`src/sv/huv_pkg.sv`:
```
// Shared types and constants for the HTTP URL validator.
package huv_pkg;

  // Longest URL, in bytes, that is examined
  localparam int MAX_URL_LEN = 4096;
  // Byte position width: holds 0..MAX_URL_LEN
  localparam int POS_W = $clog2(MAX_URL_LEN + 1);

  localparam logic [15:0] PORT_HTTP  = 16'd80;
  localparam logic [15:0] PORT_HTTPS = 16'd443;
  localparam logic [16:0] PORT_MAX   = 17'd65535;
  localparam logic [16:0] PORT_SAT   = 17'd65536;

  localparam logic [7:0] CH_COLON   = 8'h3a;
  localparam logic [7:0] CH_SLASH   = 8'h2f;
  localparam logic [7:0] CH_HASH    = 8'h23;
  localparam logic [7:0] CH_AT      = 8'h40;
  localparam logic [7:0] CH_RBRACK  = 8'h5d;
  localparam logic [7:0] CH_ZERO    = 8'h30;
  localparam logic [7:0] CH_NINE    = 8'h39;
  localparam logic [7:0] CH_UPPER_A = 8'h41;
  localparam logic [7:0] CH_UPPER_Z = 8'h5a;
  localparam logic [7:0] CH_H       = 8'h68;
  localparam logic [7:0] CH_T       = 8'h74;
  localparam logic [7:0] CH_P       = 8'h70;
  localparam logic [7:0] CH_S       = 8'h73;

  // Result status codes, in no particular priority order
  typedef enum logic [3:0] {
    ST_OK         = 4'd0,
    ST_EMPTY      = 4'd1,
    ST_NUL        = 4'd2,
    ST_NO_SCHEME  = 4'd3,
    ST_BAD_SCHEME = 4'd4,
    ST_USERINFO   = 4'd5,
    ST_BAD_PORT   = 4'd6,
    ST_NO_HOST    = 4'd7,
    ST_FRAGMENT   = 4'd8,
    ST_TOO_LONG   = 4'd9
  } huv_status_t;

  // Parse phase of the current URL
  typedef enum logic [1:0] {
    PH_SCHEME = 2'd0,
    PH_HOST   = 2'd1,
    PH_PATH   = 2'd2
  } huv_phase_t;

  // One input word
  typedef struct packed {
    logic [7:0] char_byte;
    logic       has_char;
    logic       end_of_url;
  } huv_item_t;

  // One result word
  typedef struct packed {
    huv_status_t status;
    logic [15:0] port_number;
    logic        port_given;
    logic [11:0] host_offset;
    logic [12:0] host_length;
    logic [12:0] path_offset;
    logic        path_defaulted;
    logic        https_scheme;
  } huv_result_t;

endpackage

```
`src/sv/huv_in_reg.sv`:
```
// Input word register with valid/ready handshake.
module huv_in_reg import huv_pkg::*; (
  input  logic      clk,
  input  logic      rst,
  input  logic      url_valid,
  output logic      url_ready,
  input  huv_item_t item_in,
  output huv_item_t item,
  output logic      item_valid,
  input  logic      take
);

  // Accept when empty or when the held word is consumed this cycle
  assign url_ready = !item_valid || take;

  // Valid flag
  always_ff @(posedge clk) begin
    if (rst) begin
      item_valid <= 1'b0;
    end else if (url_ready) begin
      item_valid <= url_valid;
    end
  end

  // Payload, no reset
  always_ff @(posedge clk) begin
    if (url_valid && url_ready) begin
      item <= item_in;
    end
  end

endmodule

```
`src/sv/huv_parser.sv`:
```
// Per-URL parse state and end-of-URL result logic.
module huv_parser import huv_pkg::*; (
  input  logic        clk,
  input  logic        rst,
  input  huv_item_t   item,
  input  logic        fire,
  output huv_result_t result
);

  // State registers
  logic [POS_W-1:0] byte_position;
  huv_phase_t       parse_phase;
  logic [1:0]       separator_match;
  logic [7:0]       scheme_chars [5];
  logic             nul_seen;
  logic             at_in_host;
  logic             hash_seen;
  logic [POS_W-1:0] host_begin;
  logic [POS_W-1:0] slash_position;
  logic [POS_W-1:0] colon_position;
  logic             colon_active;
  logic [16:0]      port_accumulator;
  logic             port_digits_ok;
  logic             bracket_seen;
  logic             scheme_good;
  logic             scheme_https;
  logic             too_long;

  // Values after the current word
  logic [POS_W-1:0] upd_position;
  huv_phase_t       upd_phase;
  logic [1:0]       upd_sep;
  logic             upd_nul;
  logic             upd_at;
  logic             upd_hash;
  logic [POS_W-1:0] upd_host_begin;
  logic [POS_W-1:0] upd_slash;
  logic [POS_W-1:0] upd_colon;
  logic             upd_colon_active;
  logic [16:0]      upd_acc;
  logic             upd_digits_ok;
  logic             upd_bracket;
  logic             upd_scheme_good;
  logic             upd_scheme_https;
  logic             upd_too_long;
  logic             scheme_we;

  logic [7:0]  c;
  logic [7:0]  c_lower;
  logic        digit_char;
  logic        http4;
  logic [19:0] acc_mul;

  // Byte classification
  assign c          = item.char_byte;
  assign c_lower    = (c >= CH_UPPER_A && c <= CH_UPPER_Z) ? c + 8'd32 : c;
  assign digit_char = (c >= CH_ZERO) && (c <= CH_NINE);
  assign acc_mul  = ({3'b000, port_accumulator} << 3) + ({3'b000, port_accumulator} << 1)
                  + {16'd0, c[3:0]};
  assign http4    = scheme_chars[0] == CH_H && scheme_chars[1] == CH_T
                 && scheme_chars[2] == CH_T && scheme_chars[3] == CH_P;

  // Next state: effect of one word
  always_comb begin
    upd_position     = byte_position;
    upd_phase        = parse_phase;
    upd_sep          = separator_match;
    upd_nul          = nul_seen;
    upd_at           = at_in_host;
    upd_hash         = hash_seen;
    upd_host_begin   = host_begin;
    upd_slash        = slash_position;
    upd_colon        = colon_position;
    upd_colon_active = colon_active;
    upd_acc          = port_accumulator;
    upd_digits_ok    = port_digits_ok;
    upd_bracket      = bracket_seen;
    upd_scheme_good  = scheme_good;
    upd_scheme_https = scheme_https;
    upd_too_long     = too_long;
    scheme_we        = 1'b0;
    if (item.has_char) begin
      if (byte_position >= POS_W'(MAX_URL_LEN)) begin
        upd_too_long = 1'b1;
      end else begin
        upd_position = byte_position + POS_W'(1);
        if (c == 8'h00) begin
          upd_nul = 1'b1;
        end
        if (parse_phase == PH_SCHEME) begin
          scheme_we = byte_position < POS_W'(5);
          if (separator_match == 2'd2 && c == CH_SLASH) begin
            // "://" complete: the colon sits at byte_position - 2
            upd_scheme_good  = (byte_position == POS_W'(6) && http4)
                            || (byte_position == POS_W'(7) && http4
                                && scheme_chars[4] == CH_S);
            upd_scheme_https = byte_position == POS_W'(7) && http4
                            && scheme_chars[4] == CH_S;
            upd_phase        = PH_HOST;
            upd_host_begin   = byte_position + POS_W'(1);
            upd_sep          = 2'd0;
          end else if (separator_match == 2'd1 && c == CH_SLASH) begin
            upd_sep = 2'd2;
          end else begin
            upd_sep = (c == CH_COLON) ? 2'd1 : 2'd0;
          end
        end else begin
          if (c == CH_HASH) begin
            upd_hash = 1'b1;
          end
          if (parse_phase == PH_HOST) begin
            if (c == CH_SLASH) begin
              upd_slash = byte_position;
              upd_phase = PH_PATH;
            end else begin
              if (c == CH_AT) begin
                upd_at = 1'b1;
              end
              if (c == CH_COLON) begin
                upd_colon        = byte_position;
                upd_colon_active = 1'b1;
                upd_acc          = '0;
                upd_digits_ok    = 1'b1;
              end else if (c == CH_RBRACK && !bracket_seen) begin
                upd_bracket      = 1'b1;
                upd_colon_active = 1'b0;
              end else if (colon_active) begin
                if (digit_char) begin
                  upd_acc = (acc_mul > {3'b000, PORT_SAT}) ? PORT_SAT : acc_mul[16:0];
                end else begin
                  upd_digits_ok = 1'b0;
                end
              end
            end
          end
        end
      end
    end
  end

  logic [POS_W-1:0] host_end;
  logic [POS_W-1:0] name_end;
  logic [POS_W-1:0] host_len;
  huv_status_t      status;

  // Outputs: status by priority and result fields
  always_comb begin
    host_end = (upd_phase == PH_PATH) ? upd_slash : upd_position;
    name_end = upd_colon_active ? upd_colon : host_end;
    host_len = (name_end > upd_host_begin) ? name_end - upd_host_begin : '0;
    if (upd_too_long) begin
      status = ST_TOO_LONG;
    end else if (upd_position == '0) begin
      status = ST_EMPTY;
    end else if (upd_nul) begin
      status = ST_NUL;
    end else if (upd_phase == PH_SCHEME) begin
      status = ST_NO_SCHEME;
    end else if (!upd_scheme_good) begin
      status = ST_BAD_SCHEME;
    end else if (upd_at) begin
      status = ST_USERINFO;
    end else if (upd_colon_active && (!upd_digits_ok || upd_acc == '0
                                      || upd_acc > PORT_MAX)) begin
      status = ST_BAD_PORT;
    end else if (host_len == '0) begin
      status = ST_NO_HOST;
    end else if (upd_hash) begin
      status = ST_FRAGMENT;
    end else begin
      status = ST_OK;
    end
    result = '0;
    result.status = status;
    if (status == ST_OK) begin
      result.port_number    = upd_colon_active ? upd_acc[15:0]
                            : (upd_scheme_https ? PORT_HTTPS : PORT_HTTP);
      result.port_given     = upd_colon_active;
      result.host_offset    = upd_host_begin[11:0];
      result.host_length    = 13'(host_len);
      result.path_offset    = 13'(host_end);
      result.path_defaulted = upd_phase != PH_PATH;
      result.https_scheme   = upd_scheme_https;
    end
  end

  // State update; the final word of a URL returns everything to reset
  always_ff @(posedge clk) begin
    if (rst || (fire && item.end_of_url)) begin
      byte_position    <= '0;
      parse_phase      <= PH_SCHEME;
      separator_match  <= '0;
      nul_seen         <= 1'b0;
      at_in_host       <= 1'b0;
      hash_seen        <= 1'b0;
      host_begin       <= '0;
      slash_position   <= '0;
      colon_position   <= '0;
      colon_active     <= 1'b0;
      port_accumulator <= '0;
      port_digits_ok   <= 1'b1;
      bracket_seen     <= 1'b0;
      scheme_good      <= 1'b0;
      scheme_https     <= 1'b0;
      too_long         <= 1'b0;
    end else if (fire) begin
      byte_position    <= upd_position;
      parse_phase      <= upd_phase;
      separator_match  <= upd_sep;
      nul_seen         <= upd_nul;
      at_in_host       <= upd_at;
      hash_seen        <= upd_hash;
      host_begin       <= upd_host_begin;
      slash_position   <= upd_slash;
      colon_position   <= upd_colon;
      colon_active     <= upd_colon_active;
      port_accumulator <= upd_acc;
      port_digits_ok   <= upd_digits_ok;
      bracket_seen     <= upd_bracket;
      scheme_good      <= upd_scheme_good;
      scheme_https     <= upd_scheme_https;
      too_long         <= upd_too_long;
    end
  end

  // Scheme bytes, lowercased; cleared per URL
  always_ff @(posedge clk) begin
    if (rst || (fire && item.end_of_url)) begin
      for (int i = 0; i < 5; i++) begin
        scheme_chars[i] <= '0;
      end
    end else if (fire && scheme_we) begin
      scheme_chars[byte_position[2:0]] <= c_lower;
    end
  end

endmodule

```
`src/sv/huv_out_reg.sv`:
```
// Result register with valid/ready handshake.
module huv_out_reg import huv_pkg::*; (
  input  logic        clk,
  input  logic        rst,
  input  huv_result_t result_in,
  input  logic        load,
  output logic        free,
  output huv_result_t result,
  output logic        result_valid,
  input  logic        result_ready
);

  // Slot can take a new result when empty or being drained
  assign free = !result_valid || result_ready;

  always_ff @(posedge clk) begin
    if (rst) begin
      result_valid <= 1'b0;
    end else if (load) begin
      result_valid <= 1'b1;
    end else if (result_ready) begin
      result_valid <= 1'b0;
    end
  end

  always_ff @(posedge clk) begin
    if (load) begin
      result <= result_in;
    end
  end

endmodule

```
`src/sv/http_url_validator_core.sv`:
```
// Top level of the HTTP URL validator.
//
// Input channel (url_valid/url_ready): one word per URL byte, char_byte with
// has_char set; end_of_url marks the last word. A word with has_char low only
// carries the end mark (an empty URL).
// Result channel (result_valid/result_ready): one word per URL, sent for the
// word with end_of_url. status holds the first error by priority; on error all
// other fields are zero. Otherwise port, host and path positions are given.
// Path: a final input word is accepted into the input register, then parse
// logic writes its result into the result register once that slot is free.
// Throughput: one input word per cycle unless a final word waits on a full
// result register; the single parse stage updates per-URL state per word.
// Reset (rst, synchronous) empties both registers and clears parse state.
// When the receiver stalls, non-final words keep flowing; a final word waits
// in the input register while the result register is full, and the input
// channel holds off until that result is taken.
module http_url_validator_core import huv_pkg::*; (
  input  logic        clk,
  input  logic        rst,
  input  logic        url_valid,
  output logic        url_ready,
  input  logic [7:0]  char_byte,
  input  logic        has_char,
  input  logic        end_of_url,
  output logic        result_valid,
  input  logic        result_ready,
  output logic [3:0]  status,
  output logic [15:0] port_number,
  output logic        port_given,
  output logic [11:0] host_offset,
  output logic [12:0] host_length,
  output logic [12:0] path_offset,
  output logic        path_defaulted,
  output logic        https_scheme
);

  huv_item_t   item_in;
  huv_item_t   item;
  logic        item_valid;
  logic        take;
  logic        free;
  logic        load;
  huv_result_t parsed;
  huv_result_t result;

  assign item_in.char_byte  = char_byte;
  assign item_in.has_char   = has_char;
  assign item_in.end_of_url = end_of_url;

  // A word is parsed unless it is final and the result slot is busy
  assign take = item_valid && (!item.end_of_url || free);
  assign load = take && item.end_of_url;

  huv_in_reg u_in (
    .clk        (clk),
    .rst        (rst),
    .url_valid  (url_valid),
    .url_ready  (url_ready),
    .item_in    (item_in),
    .item       (item),
    .item_valid (item_valid),
    .take       (take)
  );

  huv_parser u_parse (
    .clk    (clk),
    .rst    (rst),
    .item   (item),
    .fire   (take),
    .result (parsed)
  );

  huv_out_reg u_out (
    .clk          (clk),
    .rst          (rst),
    .result_in    (parsed),
    .load         (load),
    .free         (free),
    .result       (result),
    .result_valid (result_valid),
    .result_ready (result_ready)
  );

  assign status         = result.status;
  assign port_number    = result.port_number;
  assign port_given     = result.port_given;
  assign host_offset    = result.host_offset;
  assign host_length    = result.host_length;
  assign path_offset    = result.path_offset;
  assign path_defaulted = result.path_defaulted;
  assign https_scheme   = result.https_scheme;

`ifndef SYNTHESIS
  // No result comes out right after reset
  a_reset_quiet: assert property (@(posedge clk) rst |=> !result_valid)
    else $error("result valid after reset");

  // Error results carry no port or offsets
  a_error_zero: assert property (@(posedge clk) disable iff (rst)
    result_valid && result.status != ST_OK |->
      port_number == '0 && host_length == '0 && host_offset == '0 && !port_given)
    else $error("error result with nonzero fields");

  // Good results have a real port and a non-empty host
  a_ok_fields: assert property (@(posedge clk) disable iff (rst)
    result_valid && result.status == ST_OK |-> port_number != '0 && host_length != '0)
    else $error("ok result with zero port or host");

  // Input stalls only while a word is held
  a_ready: assert property (@(posedge clk) disable iff (rst)
    !url_ready |-> item_valid && item.end_of_url && result_valid)
    else $error("input stalled without cause");
`endif

endmodule
```
`config.mk`:
```
export PLATFORM = sky130hd
export DESIGN_NAME = http_url_validator_core
export DESIGN_NICKNAME = d
export VERILOG_FILES = /design/src/sv/huv_pkg.sv /design/src/sv/huv_in_reg.sv /design/src/sv/huv_parser.sv /design/src/sv/huv_out_reg.sv /design/src/sv/http_url_validator_core.sv
export SDC_FILE = /design/constraint.sdc
export NUM_CORES = 1
export LEC_CHECK = 0
export BUFFER_PORTS_ARGS = -buffer_cell sky130_fd_sc_hd__buf_2
export CAP_MARGIN = 30
export CORE_ASPECT_RATIO = 2
export CORE_MARGIN = 2
export CORE_UTILIZATION = 50
export DETAILED_ROUTE_END_ITERATION = 8
export HOLD_SLACK_MARGIN = 0.12
export PLACE_DENSITY_LB_ADDON = 0.1
export RECOVER_POWER = 50
export SLEW_MARGIN = 10
export SYNTH_ARGS = -nofsm -noshare
export SYNTH_HDL_FRONTEND = slang
export SYNTH_SLANG_ARGS = --single-unit
```
`constraint.sdc`:
```
create_clock -name clk -period 7.6 [get_ports clk]
set_input_delay 0.76 -clock clk [delete_from_list [all_inputs] [get_ports clk]]
set_output_delay 0.76 -clock clk [all_outputs]
set_load 0.01 [all_outputs]
```
; ---- Word-level counts from Yosys, hierarchy flattened
; Memories as Yosys holds them, arrays and structs flattened.
; Index checks and enable logic that the tools add are counted.
[op_classes]
muxes = 103
addsub = 5
eq_ne = 17
bitwise = 4
magnitude_cmp = 9
n_reduce_logical = 39
[op_table]
columns = op, count
row1 = 13-bit 2-to-1 mux, 20
row2 = 17-bit 2-to-1 mux, 10
row3 = 8-bit by 7-bit equality test with 1-bit output (second input constant), 7
row4 = 1-bit 2-to-1 mux, 51
row5 = 4-bit 2-to-1 mux, 9
row6 = 13-bit by 3-bit equality test with 1-bit output (second input constant), 2
row7 = 13-bit logical NOT, 2
row8 = 8-bit by 6-bit equality test with 1-bit output (second input constant), 3
row9 = 20-bit by 18-bit adder with 20-bit output, 1
row10 = 20-bit by 4-bit adder with 20-bit output, 1
row11 = 20-bit by 17-bit > comparator with 1-bit output (second input constant), 1
row12 = 17-bit by 16-bit > comparator with 1-bit output (second input constant), 1
row13 = 17-bit logical NOT, 1
row14 = 1-bit logical AND, 16
row15 = 16-bit 2-to-1 mux, 1
row16 = 2-bit 2-to-1 mux, 8
row17 = 8-bit 2-to-1 mux, 2
row18 = 13-bit by 1-bit adder with 13-bit output (second input constant), 1
row19 = 13-bit greater-or-equal comparator (second input constant), 1
row20 = 13-bit > comparator, 1
row21 = 13-bit by 3-bit < comparator with 1-bit output (second input constant), 1
row22 = 13-bit subtractor, 1
row23 = 9-bit 2-to-1 mux, 1
row24 = 8-bit by 6-bit adder with 8-bit output (second input constant), 1
row25 = 18 further kinds, 34
[totals]
ram_bits = 40
memories = 1
wordCells = 207
output_inout_bits = 63
register_bits = 155
in_bits = 14
[memory_table]
columns = memory, words, word_bits, rd, rd_clocked_by_memory_dff, write_ports, line
row1 = u_parse.scheme_chars, 5, 8, 5, 0, 5, huv_parser.sv:14  ; logic [7:0] scheme_chars [5];

; ---- Logic depth before layout (Yosys ltp)
[depth]
ltp_word = 25
ltp_mapped = 27
mapped_depth_nobuf = 22

; ---- Cells and area by module
; A second synthesis with hierarchy kept.
[unflattened]
cells_unflattened = 1233
hier_area_um2 = 11003.1
[modules_own_cells]
columns = mod, seq_area_each_um2, instances, area_each_um2, cells_per_inst
row1 = huv_parser, 2842.7, 1, 8750.9, 1150
row2 = huv_out_reg, 1851.8, 1, 1878.1, 65
row3 = huv_in_reg, 320.3, 1, 355.3, 15
row4 = http_url_validator_core, 0.0, 1, 18.8, 3

; ---- Least setup slack after synthesis
; Ideal clock, no wire load.
[synth_timing]
path_type = reg2reg
start = reg, netlist name u_in.item[8]
end = reg, netlist name u_out.result[48]
path_buffers = 5
setup_ns = 0.150
t_required_ns = 7.450
path_stages_with_launch = 23
path_slack_ns = 1.674
t_arrival_ns = 5.776
period_less_slack_ns = 5.926
cell_sequence = edfxtp_1 -> clkbuf_1 -> or4b_2 -> nor4_2 -> nand2_1 -> nand2_1 -> buf_1 -> mux2i_1 -> o21ai_0 -> ha_1 -> clkbuf_1 -> nor3_1 -> o21ba_2 -> a2111oi_0 -> nor3_1 -> o21ai_0 -> o41ai_1 -> a211oi_1 -> o211ai_2 -> or4_1 -> buf_2 -> buf_6 -> nor3_2
[synth_via]
elab_chain_cells = 23
word_cells_on_any_way = 104
classes_between = add/sub: 1 / order compare: 4 / eq/ne: 6 / mux: 81 / reduce/logical: 12
[synth_rtl]
columns = element
row1 = branches (longest 23 deep; another with 17-bit by 16-bit > comparator with 1-bit output)
; Several ways; the timed one is not identified.
; A chain may end at the register's enable or synchronous reset.

; ---- Final worst setup path
[layout_timing]
start = reg, netlist name u_in.item[1]
end = reg, netlist name u_out.result[41]
[layout_via]
elab_chain_cells = 16
word_cells_on_any_way = 41
classes_between = add/sub: 1 / order compare: 2 / eq/ne: 1 / mux: 28 / reduce/logical: 9
[layout_rtl]
columns = element, line
row1 = 2-bit 2-to-1 mux, huv_parser.sv:82  ; if (item.has_char) begin
row2 = 2-bit equality test, huv_parser.sv:148  ; host_end = (upd_phase == PH_PATH) ? upd_slash : upd_position;
row3 = 13-bit 2-to-1 mux, huv_parser.sv:148
row4 = 13-bit 2-to-1 mux, huv_parser.sv:149  ; name_end = upd_colon_active ? upd_colon : host_end;
row5 = 13-bit subtractor / 13-bit > comparator (equally long branches), huv_parser.sv:150  ; host_len = (name_end > upd_host_begin) ? name_end - upd_host_begin : '0;
row6 = 13-bit 2-to-1 mux, huv_parser.sv:150
row7 = 13-bit logical NOT, huv_parser.sv:166  ; end else if (host_len == '0) begin
row8 = 4-bit 2-to-1 mux, huv_parser.sv:166
row9 = 4-bit 2-to-1 mux, huv_parser.sv:163  ; end else if (upd_colon_active && (!upd_digits_ok || upd_acc == '0
row10 = 4-bit 2-to-1 mux, huv_parser.sv:161  ; end else if (upd_at) begin
row11 = 4-bit 2-to-1 mux, huv_parser.sv:159  ; end else if (!upd_scheme_good) begin
row12 = 4-bit 2-to-1 mux, huv_parser.sv:157  ; end else if (upd_phase == PH_SCHEME) begin
row13 = 4-bit 2-to-1 mux, huv_parser.sv:155  ; end else if (upd_nul) begin
row14 = 4-bit 2-to-1 mux, huv_parser.sv:153  ; end else if (upd_position == '0) begin
row15 = 4-bit 2-to-1 mux, huv_parser.sv:151  ; if (upd_too_long) begin
row16 = 4-bit logical NOT, huv_parser.sv:175  ; if (status == ST_OK) begin
; Parallel ways exist; a longest one is shown, timed or not.

==> results.md <==
- The layout has 2,042 filler cells.
- The run finished, with violations left.
- The clock insertion delay at the later pin of the skew report is 0.46 ns.
- Summed over all nets, the half-perimeter wirelength after detailed placement is 24.80 mm.
- The die covers 0.02352 mm^2.
- The largest total area in the synthesized netlist belongs to sky130_fd_sc_hd__edfxtp_1.
- The number of buffers created by CTS is 17.
- The setup TNS after final layout is 0 ns.
- The worst min-delay path class is reg2reg.
- The H-tree was split into 4 levels.
- Buffers placed on the I/O ports in this run total 76.
- The horizontal extent of the die is 109.4 um.
- The floorplan has 77 rows.
- Across the routed clock network, the largest skew measured is 0.009566 ns.
- After synthesis, the most frequently instantiated cells are sky130_fd_sc_hd__nor2_1, sky130_fd_sc_hd__nand2_1, sky130_fd_sc_hd__a21oi_1.
- STA classifies the critical path startpoint as a flop.
- The top-area cell type share of the netlist area is 29.98%.
- The multi-input combinational cells in the finished layout cover a total of 0.005733 mm^2.
- Data on the critical path is required at its endpoint by 7.89 ns.
- When the netlist entered floorplanning its net count stood at 1,284.
- The count of hold-fix buffers inserted at cts is 0.
- The number of flip-flops and latches in the synthesized netlist is 195.
- The routed via count divided by cell count is 6.089.
- The slowest stage of the critical path is the sky130_fd_sc_hd__or4_2 cell.
- The count of nets left with antenna violations after detail routing is 0.
- On the worst path, the slowest cell contributes a delay of 0.69 ns.
- The share of the Yosys chip area taken by registers is 45.10%.
- After synthesis, the cell types taking the most area are sky130_fd_sc_hd__edfxtp_1, sky130_fd_sc_hd__dfxtp_1, sky130_fd_sc_hd__ha_1.
- The routed wire length is 32.56 mm.
- The total setup violations reported at the end of the flow is 0.
- The final RePlAce weighted congestion is 0.9427.
- The global-route met3 utilization is 4.519%.
- Traced cell by cell, the critical path runs through nand2b_1 -> nor3b_1 -> nand2_1 -> a21oi_1 -> nand2_1 -> o22a_1 -> o21ai_0 -> mux2i_1 -> a21o_1 -> ha_1 -> nor2b_1 -> o31ai_1 -> a2111oi_0 -> buf_4 -> o21a_1 -> o21ai_0 -> o41ai_1 -> a211oi_1 -> o211ai_2 -> or4_2 -> buf_4 -> nor3_1.
- In this run the static leakage power is 4.677 nW.
- At the worst endpoint, the arrival time is 7.22 ns.
- In this run the worst path has a maximum fanout of 29.
- Among cell families on the critical path, the largest total delay comes from compound AO/OA/AOI/OAI gates.
- The synthesized area per cell is 9.143 um^2.
- Entering global routing, the biggest net connects 78 pins.
- Once placement finished, the instance area stood at 0.01180 mm^2.
- The tool flagged a number of max-cap violations equal to 2.
- The post-CTS setup buffer count is 0.
- After global routing the overflow that remains totals 0.
- The most critical setup path has its startpoint at u_in.item[1].
- At the end of the flow, the number of nets in the layout was 1,337.
- The root buffer cell is sky130_fd_sc_hd__clkbuf_16.
- The cell area after synthesis is 0.01112 mm^2.
- The quantity of gates resized following cts is 0.
- The DRC violation count after routing is 0.
- For this run, global-route usage on met2 was measured as 53.21%.
- In this run, the number of DRC markers left after iteration 0 of detailed routing was 683.
- The worst IR drop on VDD is 0.0001712 V.
- For this block, the via count after detailed routing is 9,492.
- The type of the worst setup path is reg2reg.
- The most repeated cell in the gate-level netlist after synthesis is sky130_fd_sc_hd__nor2_1.
- The number of top-level pins is 77.
- The number of buffer and inverter stages on the critical path is 2.
- The die is 214.9 um tall.
- The minimum period implied by the final worst setup slack is 6.924 ns.
- The first TritonRoute pass finished after 5 iterations.
- The layout cell share with drive strength beyond 1 is 8.970%.
- After routing the design area is 0.01227 mm^2.
- In this run the most used layer during global routing was met2.
- In this run the most critical hold path is launched from u_parse.colon_position[4].
- The number of enable flip-flop cells after synthesis is 111.
- The wire length per cell is 20.88 um.
- The type of element capturing the critical path is a flop.
- The number of warnings reported in the yosys synthesis log is 0.
- The worst register-to-register path begins at u_in.item[1].
- The first global-routing pass estimated 50.90 mm of wire.
- Among all flip-flop cells after synthesis, the most frequent one is sky130_fd_sc_hd__edfxtp_1.
- The clock tree from TritonCTS is done.
- From synthesis to final layout, the design area changed by 10.39%.
- The maximum count of clock buffers along a single path is 2.
- Registers take 0.005015 mm^2.
- The headroom to the max-slew limit is -142.9%.
- In this run the power density over the cells is 175.7 mW/mm^2.
- The number of clock sinks seen by CTS is 195.
- The ratio of final minimum period to clock period is 91.11%.
- The number of hold violations in the final report is 0.
- In the global route stage, overall resource usage came out at 28.78%.
- The number of antenna violations at the first check in global routing came to 0.
- The cell count after synthesis is 1,216.
- The number of global-route vias before repair is 9,371.
- Of all flip-flops after synthesis, the portion carrying an async set or reset was 0%.
- The final reports fail on capacitance limit, slew limit.
- The maximum clock frequency is 144.4 MHz.
- The initial utilization of the core area, before any placement, comes to 50.62%.
- In this run, distinct cell masters in the synthesized netlist total 79.
- The number of slew-limit violations in the final report was 143.
- Clock-pin slew was measured on the worst setup and hold paths at 0.07 ns.
- The core region is 0.02197 mm^2.
- At the pin with the least slew margin, the transition time is 3.643 ns.
- Setup repair after global routing left no endpoint under its margin.
- The met1 global-route usage is 28.42%.
## per-layer routing
layer / wire length, um / part of all wire [%]
met5: 0 / 0
met4: 2195 / 6.7
met3: 1288 / 4.0
met2: 18160 / 56
met1: 10920 / 34
## where the power goes
group / total (W) / switching (W) / internal [W]
registers: 0.00115 / 0.0000147 / 0.00113
clock network: 0.000872 / 0.000419 / 0.000453
logic: 0.000136 / 0.0000943 / 0.0000415
## stage by stage
| step | hold WS [ns] | util [%] | std cells | setup WS [ns] | total power, W |
|---|---|---|---|---|---|
| after floorplan | 0.4332 | - | 1216 | 1.674 | 0.001255 |
| after global placement | 0.4408 | 53.63 | 1523 | 1.045 | 0.001305 |
| after detailed placement | 0.4458 | 53.72 | 1525 | 0.7800 | 0.001307 |
| after CTS | 0.4554 | 56.25 | 1557 | 0.7929 | 0.002167 |
| after global routing | 0.4685 | 55.86 | 1558 | 0.04516 | 0.002221 |
| final | 0.4540 | 55.87 | 1559 | 0.6757 | 0.002156 |
## final cells by class
| type | count | area share [%] |
|---|---|---|
| clock buffers | 17 | 3.466 |
| well taps | 276 | 2.814 |
| repair buffers | 107 | 4.261 |
| diodes | 1 | 0.02039 |
| inverters | 26 | 0.7952 |
| multi-input cells | 922 | 46.71 |
| clock inverters | 15 | 1.070 |
| flip-flops and latches | 195 | 40.86 |
## registers in the layout, indices dropped and copies added, names as in the netlist, 2 cells and up
register / flops
u_in.item: 10
u_out.result: 61
u_parse.byte_position: 13
u_parse.colon_position: 13
u_parse.host_begin: 13
u_parse.parse_phase: 2
u_parse.port_accumulator: 17
u_parse.scheme_chars: 40
u_parse.separator_match: 2
u_parse.slash_position: 13
## worst paths after layout
path                               end  slack [ns]  depth (start not counted)
min          u_parse.colon_position[4]        0.45                          2
max reg2reg           u_out.result[41]        0.68                         22
min reg2reg  u_parse.colon_position[4]        0.45                          2
max                   u_out.result[41]        0.68                         22
## logic make-up after synthesis
family                     after synthesis  share of synthesized area [%]
and+or+nand+nor                        525                          23.51
AOI/OAI and AO/OA                      295                          17.54
DFF                                    195                          45.10
buffers and inverters                   99                          3.590
adders and majority gates               54                          6.280
xor gates and xnor gates                32                          2.521
muxes                                   16                          1.452
## cell usage in the layout, fill, tap and decap left out, types with 6 or more instances in the layout
master and count:
sky130_fd_sc_hd__or2_2 7, sky130_fd_sc_hd__or3_1 10, sky130_fd_sc_hd__a221oi_1 9, sky130_fd_sc_hd__edfxtp_1 111, sky130_fd_sc_hd__nand2_1 141, sky130_fd_sc_hd__a31oi_1 10
sky130_fd_sc_hd__nor2b_1 6, sky130_fd_sc_hd__clkbuf_16 17, sky130_fd_sc_hd__mux2i_1 15, sky130_fd_sc_hd__and3_1 18, sky130_fd_sc_hd__nor4_1 12, sky130_fd_sc_hd__nand2b_1 14
sky130_fd_sc_hd__a21oi_1 113, sky130_fd_sc_hd__buf_2 12, sky130_fd_sc_hd__clkbuf_1 67, sky130_fd_sc_hd__nand3_1 26, sky130_fd_sc_hd__nor2_1 160, sky130_fd_sc_hd__inv_1 26
sky130_fd_sc_hd__nor4b_1 6, sky130_fd_sc_hd__a21o_1 10, sky130_fd_sc_hd__xnor2_1 17, sky130_fd_sc_hd__o21a_1 9, sky130_fd_sc_hd__nor3_2 16, sky130_fd_sc_hd__buf_4 26
sky130_fd_sc_hd__nor3_1 35, sky130_fd_sc_hd__nand4_1 7, sky130_fd_sc_hd__a22oi_1 19, sky130_fd_sc_hd__xor2_1 15, sky130_fd_sc_hd__a211oi_1 13, sky130_fd_sc_hd__o21ai_0 48
sky130_fd_sc_hd__dfxtp_1 84, sky130_fd_sc_hd__ha_1 51, sky130_fd_sc_hd__and2_1 34
## worst register-to-register path: stages (launching register included)
cell and delay, ns:
sky130_fd_sc_hd__edfxtp_1 0.48, sky130_fd_sc_hd__nand2b_1 0.36, sky130_fd_sc_hd__nor3b_1 0.47, sky130_fd_sc_hd__nand2_1 0.33, sky130_fd_sc_hd__a21oi_1 0.43, sky130_fd_sc_hd__nand2_1 0.34, sky130_fd_sc_hd__o22a_1 0.30, sky130_fd_sc_hd__o21ai_0 0.12
sky130_fd_sc_hd__mux2i_1 0.15, sky130_fd_sc_hd__a21o_1 0.21, sky130_fd_sc_hd__ha_1 0.30, sky130_fd_sc_hd__nor2b_1 0.16, sky130_fd_sc_hd__o31ai_1 0.45, sky130_fd_sc_hd__a2111oi_0 0.22, sky130_fd_sc_hd__buf_4 0.20, sky130_fd_sc_hd__o21a_1 0.20
sky130_fd_sc_hd__o21ai_0 0.17, sky130_fd_sc_hd__o41ai_1 0.15, sky130_fd_sc_hd__a211oi_1 0.28, sky130_fd_sc_hd__o211ai_2 0.21, sky130_fd_sc_hd__or4_2 0.69, sky130_fd_sc_hd__buf_4 0.28, sky130_fd_sc_hd__nor3_1 0.26
(Power assumes the default switching activity.)
